**src/sv/rpmc_pkg.sv**
```systemverilog
package rpmc_pkg;

   // Grid and list geometry
   localparam int MAX_DIM   = 32;
   localparam int COORD_W   = $clog2(MAX_DIM);
   localparam int DIM_W     = COORD_W + 1;
   localparam int CELL_W    = 2 * COORD_W;
   localparam int NCELLS    = MAX_DIM * MAX_DIM;
   localparam int MAX_WALLS = 4096;
   localparam int LIST_AW   = $clog2(MAX_WALLS);
   localparam int COUNT_W   = LIST_AW + 1;
   localparam int ENTRY_W   = CELL_W + 2;
   localparam int RAND_W    = 31;
   localparam int DIVCNT_W  = $clog2(RAND_W);

   typedef enum logic [1:0] {
      DIR_UP    = 2'd0,
      DIR_DOWN  = 2'd1,
      DIR_LEFT  = 2'd2,
      DIR_RIGHT = 2'd3
   } dir_type;

   typedef enum logic [2:0] {
      RES_STARTED      = 3'd0,
      RES_EDGE_REMOVED = 3'd1,
      RES_CARVED       = 3'd2,
      RES_VISITED      = 3'd3,
      RES_IGNORED      = 3'd4
   } res_status_type;

   typedef enum logic [0:0] {
      REQ_START = 1'b0,
      REQ_DRAW  = 1'b1
   } req_cmd_type;

   typedef enum logic [0:0] {
      CSR_GRID_ROWS = 1'b0,
      CSR_GRID_COLS = 1'b1
   } csr_index_type;

   typedef enum logic [3:0] {
      ST_RST_CLEAR,
      ST_IDLE,
      ST_DISPATCH,
      ST_CLEAR,
      ST_INIT,
      ST_DIV,
      ST_LIST_RD,
      ST_DECODE,
      ST_MAP_WAIT,
      ST_SHIFT_RD,
      ST_SHIFT_WR,
      ST_CARVE_WALL,
      ST_CARVE_FAR,
      ST_ADD_RD,
      ST_ADD_CHK,
      ST_FINISH
   } state_type;

   // Controller to datapath
   typedef struct packed {
      logic req_ready;
      logic clr_step;
      logic dispatch;
      logic start_init;
      logic div_start;
      logic list_rd;
      logic decode;
      logic map_wait;
      logic shift_wr;
      logic shift_end;
      logic carve_wall;
      logic carve_far;
      logic add_rd;
      logic add_chk;
      logic finish;
   } dp_cmd_type;

   // Datapath to controller
   typedef struct packed {
      logic is_start;
      logic draw_ok;
      logic clr_last;
      logic div_done;
      logic shift_last;
      logic carve;
      logic add_last;
      logic rsp_free;
   } dp_sts_type;

   // Neighbour visiting order for one cell
   typedef struct packed {
      logic [2:0]       num;
      dir_type [3:0]    dirs;
   } plan_type;

endpackage

```
**src/sv/rpmc_ctrl.sv**
```systemverilog
// Sequencer: steps the datapath through clear, draw, shift, carve and append phases
module rpmc_ctrl (
   input  logic                   clock,
   input  logic                   reset,
   input  logic                   req_valid,
   input  rpmc_pkg::dp_sts_type   sts,
   output rpmc_pkg::dp_cmd_type   cmd
);

   rpmc_pkg::state_type state_ff, state_in;

   // Next state
   always_comb begin
      state_in = state_ff;
      case (state_ff)
         rpmc_pkg::ST_RST_CLEAR: if (sts.clr_last) state_in = rpmc_pkg::ST_IDLE;
         rpmc_pkg::ST_IDLE:      if (req_valid) state_in = rpmc_pkg::ST_DISPATCH;
         rpmc_pkg::ST_DISPATCH: begin
            if (sts.is_start)     state_in = rpmc_pkg::ST_CLEAR;
            else if (sts.draw_ok) state_in = rpmc_pkg::ST_DIV;
            else                  state_in = rpmc_pkg::ST_FINISH;
         end
         rpmc_pkg::ST_CLEAR:     if (sts.clr_last) state_in = rpmc_pkg::ST_INIT;
         rpmc_pkg::ST_INIT:      state_in = rpmc_pkg::ST_ADD_RD;
         rpmc_pkg::ST_DIV:       if (sts.div_done) state_in = rpmc_pkg::ST_LIST_RD;
         rpmc_pkg::ST_LIST_RD:   state_in = rpmc_pkg::ST_DECODE;
         rpmc_pkg::ST_DECODE:    state_in = rpmc_pkg::ST_MAP_WAIT;
         rpmc_pkg::ST_MAP_WAIT:  state_in = rpmc_pkg::ST_SHIFT_RD;
         rpmc_pkg::ST_SHIFT_RD: begin
            if (!sts.shift_last) state_in = rpmc_pkg::ST_SHIFT_WR;
            else if (sts.carve)  state_in = rpmc_pkg::ST_CARVE_WALL;
            else                 state_in = rpmc_pkg::ST_FINISH;
         end
         rpmc_pkg::ST_SHIFT_WR:   state_in = rpmc_pkg::ST_SHIFT_RD;
         rpmc_pkg::ST_CARVE_WALL: state_in = rpmc_pkg::ST_CARVE_FAR;
         rpmc_pkg::ST_CARVE_FAR:  state_in = rpmc_pkg::ST_ADD_RD;
         rpmc_pkg::ST_ADD_RD: begin
            if (sts.add_last) state_in = rpmc_pkg::ST_FINISH;
            else              state_in = rpmc_pkg::ST_ADD_CHK;
         end
         rpmc_pkg::ST_ADD_CHK:    state_in = rpmc_pkg::ST_ADD_RD;
         rpmc_pkg::ST_FINISH:     if (sts.rsp_free) state_in = rpmc_pkg::ST_IDLE;
         default:                 state_in = rpmc_pkg::ST_IDLE;
      endcase
   end

   // Commands per state
   always_comb begin
      cmd = '0;
      case (state_ff)
         rpmc_pkg::ST_RST_CLEAR: cmd.clr_step  = 1'b1;
         rpmc_pkg::ST_IDLE:      cmd.req_ready = 1'b1;
         rpmc_pkg::ST_DISPATCH: begin
            cmd.dispatch  = 1'b1;
            cmd.div_start = !sts.is_start && sts.draw_ok;
         end
         rpmc_pkg::ST_CLEAR:      cmd.clr_step   = 1'b1;
         rpmc_pkg::ST_INIT:       cmd.start_init = 1'b1;
         rpmc_pkg::ST_LIST_RD:    cmd.list_rd    = 1'b1;
         rpmc_pkg::ST_DECODE:     cmd.decode     = 1'b1;
         rpmc_pkg::ST_MAP_WAIT:   cmd.map_wait   = 1'b1;
         rpmc_pkg::ST_SHIFT_RD:   cmd.shift_end  = sts.shift_last;
         rpmc_pkg::ST_SHIFT_WR:   cmd.shift_wr   = 1'b1;
         rpmc_pkg::ST_CARVE_WALL: cmd.carve_wall = 1'b1;
         rpmc_pkg::ST_CARVE_FAR:  cmd.carve_far  = 1'b1;
         rpmc_pkg::ST_ADD_RD:     cmd.add_rd     = !sts.add_last;
         rpmc_pkg::ST_ADD_CHK:    cmd.add_chk    = 1'b1;
         rpmc_pkg::ST_FINISH:     cmd.finish     = sts.rsp_free;
         default:                 cmd = '0;
      endcase
   end

   always_ff @(posedge clock) begin
      if (reset) begin
         state_ff <= rpmc_pkg::ST_RST_CLEAR;
      end else begin
         state_ff <= state_in;
      end
   end

endmodule

```
**config.mk**
```make
export PLATFORM = sky130hd
export DESIGN_NAME = rpmc_ctrl
export DESIGN_NICKNAME = d
export VERILOG_FILES = /design/src/sv/rpmc_pkg.sv /design/src/sv/rpmc_ctrl.sv
export SDC_FILE = /design/constraint.sdc
export NUM_CORES = 1
export LEC_CHECK = 0
export BUFFER_PORTS_ARGS = -buffer_cell sky130_fd_sc_hd__buf_2
export CORE_AREA = 2 2 39 41
export CTS_BUF_LIST = sky130_fd_sc_hd__clkbuf_16
export CTS_CLUSTER_DIAMETER = 40
export DETAILED_ROUTE_END_ITERATION = 12
export DIE_AREA = 0 0 41 43
export GPL_TIMING_DRIVEN = 0
export HOLD_SLACK_MARGIN = 0.08
export PLACE_DENSITY = 0.7
export SKIP_LAST_GASP = 1
export SLEW_MARGIN = 40
export SYNTH_ARGS = -nofsm -noshare
export SYNTH_HDL_FRONTEND = slang
export SYNTH_SLANG_ARGS = --single-unit
export TNS_END_PERCENT = 5
```
**constraint.sdc**
```tcl
create_clock -name clock -period 3.7 [get_ports clock]
set_input_delay 0.925 -clock clock [delete_from_list [all_inputs] [get_ports clock]]
set_output_delay 0.925 -clock clock [all_outputs]
set_load 0.02 [all_outputs]
```
==> impl_metrics.yaml <==
synth:
  avgSynthCellArea_um2: 7.28
  ys_types: 32
  syn_area_um2: 524
  synth-edff-count: 0
  yosysSeqAreaShare: 0.153
  ys_seq_elements: 4
  ys_warn_count: 0
  syn_nets: 83
  synth-main-ff-cell: "dfxtp_1"
  async_flop_share: 0
  syn_inst: 72
grt:
  grt_use_total: 0.176
  grt_pass1_wl_um: 2220
  grt_max_degree: 11
  antenna_found_initial: 0
  grt_pass1_vias: 514
  grt-ovfl-total: 0
setup_path:
  rr_startpoint: "state_ff[1]$_SDFFE_PP0P_"
  crit_fanout: 2
  crit_type: "input pin to output port"
  start_kind: "input pin"
  critPathCaptureType: "output port"
  critPathCapture: "cmd[10]"
  r2r_cells: 5
  cp-startpoint: "sts[7]"
  reg2reg_setup_slack_ns: 2.21
  cp.arrival_ns: 1.62
  crit_required_ns: 2.77
  reg2reg_to: "state_ff[0]$_SDFFE_PP0P_"
final_layout:
  n_antenna_cell: 0
  top_register: "state_ff"
  drive_gt1_frac: 0.410
  reg_top3: "state_ff x4"
  largest_register_ffs: 4
  nets: 113
  syn_to_final_growth_pct: 42.0
  final_cell_mix: "buf_2 (30), nor2_1 (9), nor3_1 (6), a21oi_1 (6), nand2b_1 (5)"
  layout_commonest_cell: "buf_2"
  fillers: 132
timing:
  fmax_ghz: 0.393
  drv_slew: 0
  fin_skew_ns: 0.000613
  rsz0062_at_grt: "no"
  period_needed_ns: 2.54
  hold_violations: 0
  slew_headroom: 0.751
  setup_tns_ns: 0
  min_period_over_period: 0.687
  worst_pin_slew_ns: 0.373
  setup_viol: 0
  setup_slack_ns: 1.16
cts:
  cts_root_buf: "clkbuf_16"
  clk_latency_ns: 0.22
  cts_resized: 0
  cts_buffer_depth: 2
  numCtsBuffers: 3
  cts_sinks: 4
  ctsHoldBuffers: 0
  cts_tree: "yes"
  post-cts-setup-buffers: 0
  clk_pin_slew_ns: 0.03
  h-tree-depth: 1
power:
  powerDensity_mw_per_mm2: 825
  peakVddDrop_mv: 0.302
  leakagePower_nw: 0.334
floorplanning:
  core_mm2: 0.00138
  start_util: 0.379
  die_h_um: 43
  rows: 14
  die_w_um: 41
  dieArea_mm2: 0.00176
  num_io_pins: 26
place:
  place.gp.congestion: 0.824
  port_buffers: 25
  post-place-ws_ns: 1.16
  hpwl_um: 1030
detailed_routing:
  drt_iter0_drc: 24
  vias_per_cell: 5.33
  vias: 618
  met1_length_um: 619
  wl_per_cell_um: 11.9
  ant_nets: 0
  routed-wl-met3_um: 73
  wl_met2_um: 670
  dr.max_layer_used: "met4"
  drt_wl_total_um: 1380
  dr.pass1.iters: 4
  drc_errors: 0
flow_run:
  cap_viol_max_count: 0
worst_hold_path:
  hp-class: "flip-flop to flip-flop"
status:
  status: "finished clean"
==> through the flow <==
step                      power, mW  utilization  hold slack (ns)  cells  cell area [um^2]
after global routing          0.654        0.538            0.814    116               744
final                         0.614        0.538            0.753    116               744
after floorplan               0.363            -            0.666     72               524
after global placement        0.437        0.484            0.730    113               669
after CTS                     0.612        0.538            0.748    116               744
after detailed placement      0.441        0.484            0.742    113               669
==> power by group <==
part	switching [mW]	internal [mW]	total, mW
clock	0.0312	0.138	0.169
combinational	0.229	0.150	0.379
sequential	0.00721	0.0590	0.0662
==> kinds of logic after synthesis <==
group                  Yosys count  share of synthesized area
flip-flops                       4                      0.153
AND/OR/NAND/NOR                 35                      0.360
XOR/XNOR                         1                     0.0310
AO/OA/AOI/OAI                   22                      0.346
buffers and inverters            9                     0.0907
multiplexers                     1                     0.0191
==> worst min path at each step <==
stage	to	slack, ns	cells past startpoint	startpoint
floorplan	state_ff[3]$_SDFFE_PP0P_	0.67	4	state_ff[0]$_SDFFE_PP0P_
global placement	state_ff[3]$_SDFFE_PP0P_	0.73	4	state_ff[0]$_SDFFE_PP0P_
detailed placement	state_ff[3]$_SDFFE_PP0P_	0.74	4	state_ff[0]$_SDFFE_PP0P_
CTS	state_ff[3]$_SDFFE_PP0P_	0.75	4	state_ff[0]$_SDFFE_PP0P_
global route	state_ff[3]$_SDFFE_PP0P_	0.81	4	state_ff[0]$_SDFFE_PP0P_
finish	state_ff[3]$_SDFFE_PP0P_	0.75	4	state_ff[0]$_SDFFE_PP0P_
==> cells in the mapped netlist (2+ instances only) <==
| library cell | number | area [um^2] |
|---|---|---|
| nor4_1 | 2 | 12.5 |
| nor3_1 | 6 | 30.0 |
| nand2_1 | 4 | 15.0 |
| nand3_1 | 2 | 10.0 |
| nand3b_1 | 2 | 15.0 |
| a21o_1 | 2 | 15.0 |
| nor2_1 | 9 | 33.8 |
| buf_2 | 5 | 25.0 |
| dfxtp_1 | 4 | 80.1 |
| nand2b_1 | 5 | 31.3 |
| a211oi_1 | 2 | 15.0 |
| a21oi_1 | 6 | 30.0 |
| a211o_1 | 3 | 26.3 |
| or3_4 | 2 | 22.5 |
==> metal layers <==
metal  track usage  up-vias
met1         0.257      280
met4        0.0600        0
li1              -      320
met5             0        -
met3        0.0157        2
met2         0.259       16
==> critical path, cell delays in order <==
cell and delay (ns):
buf_2 0.10, nor4_1 0.27, and2_1 0.17, buf_2 0.15
==> final cells by class <==
class / count / area (um^2) / share of cell area
Multi-Input combinational cell: 59 / 397 / 0.533
Timing Repair Buffer: 25 / 125 / 0.168
Buffer: 7 / 40.0 / 0.0538
Tap cell: 16 / 20.0 / 0.0269
Inverter: 2 / 7.51 / 0.0101
Clock buffer: 3 / 75.1 / 0.101
Sequential cell: 4 / 80.1 / 0.108
No activity file was read; power rests on OpenSTA's default activity.
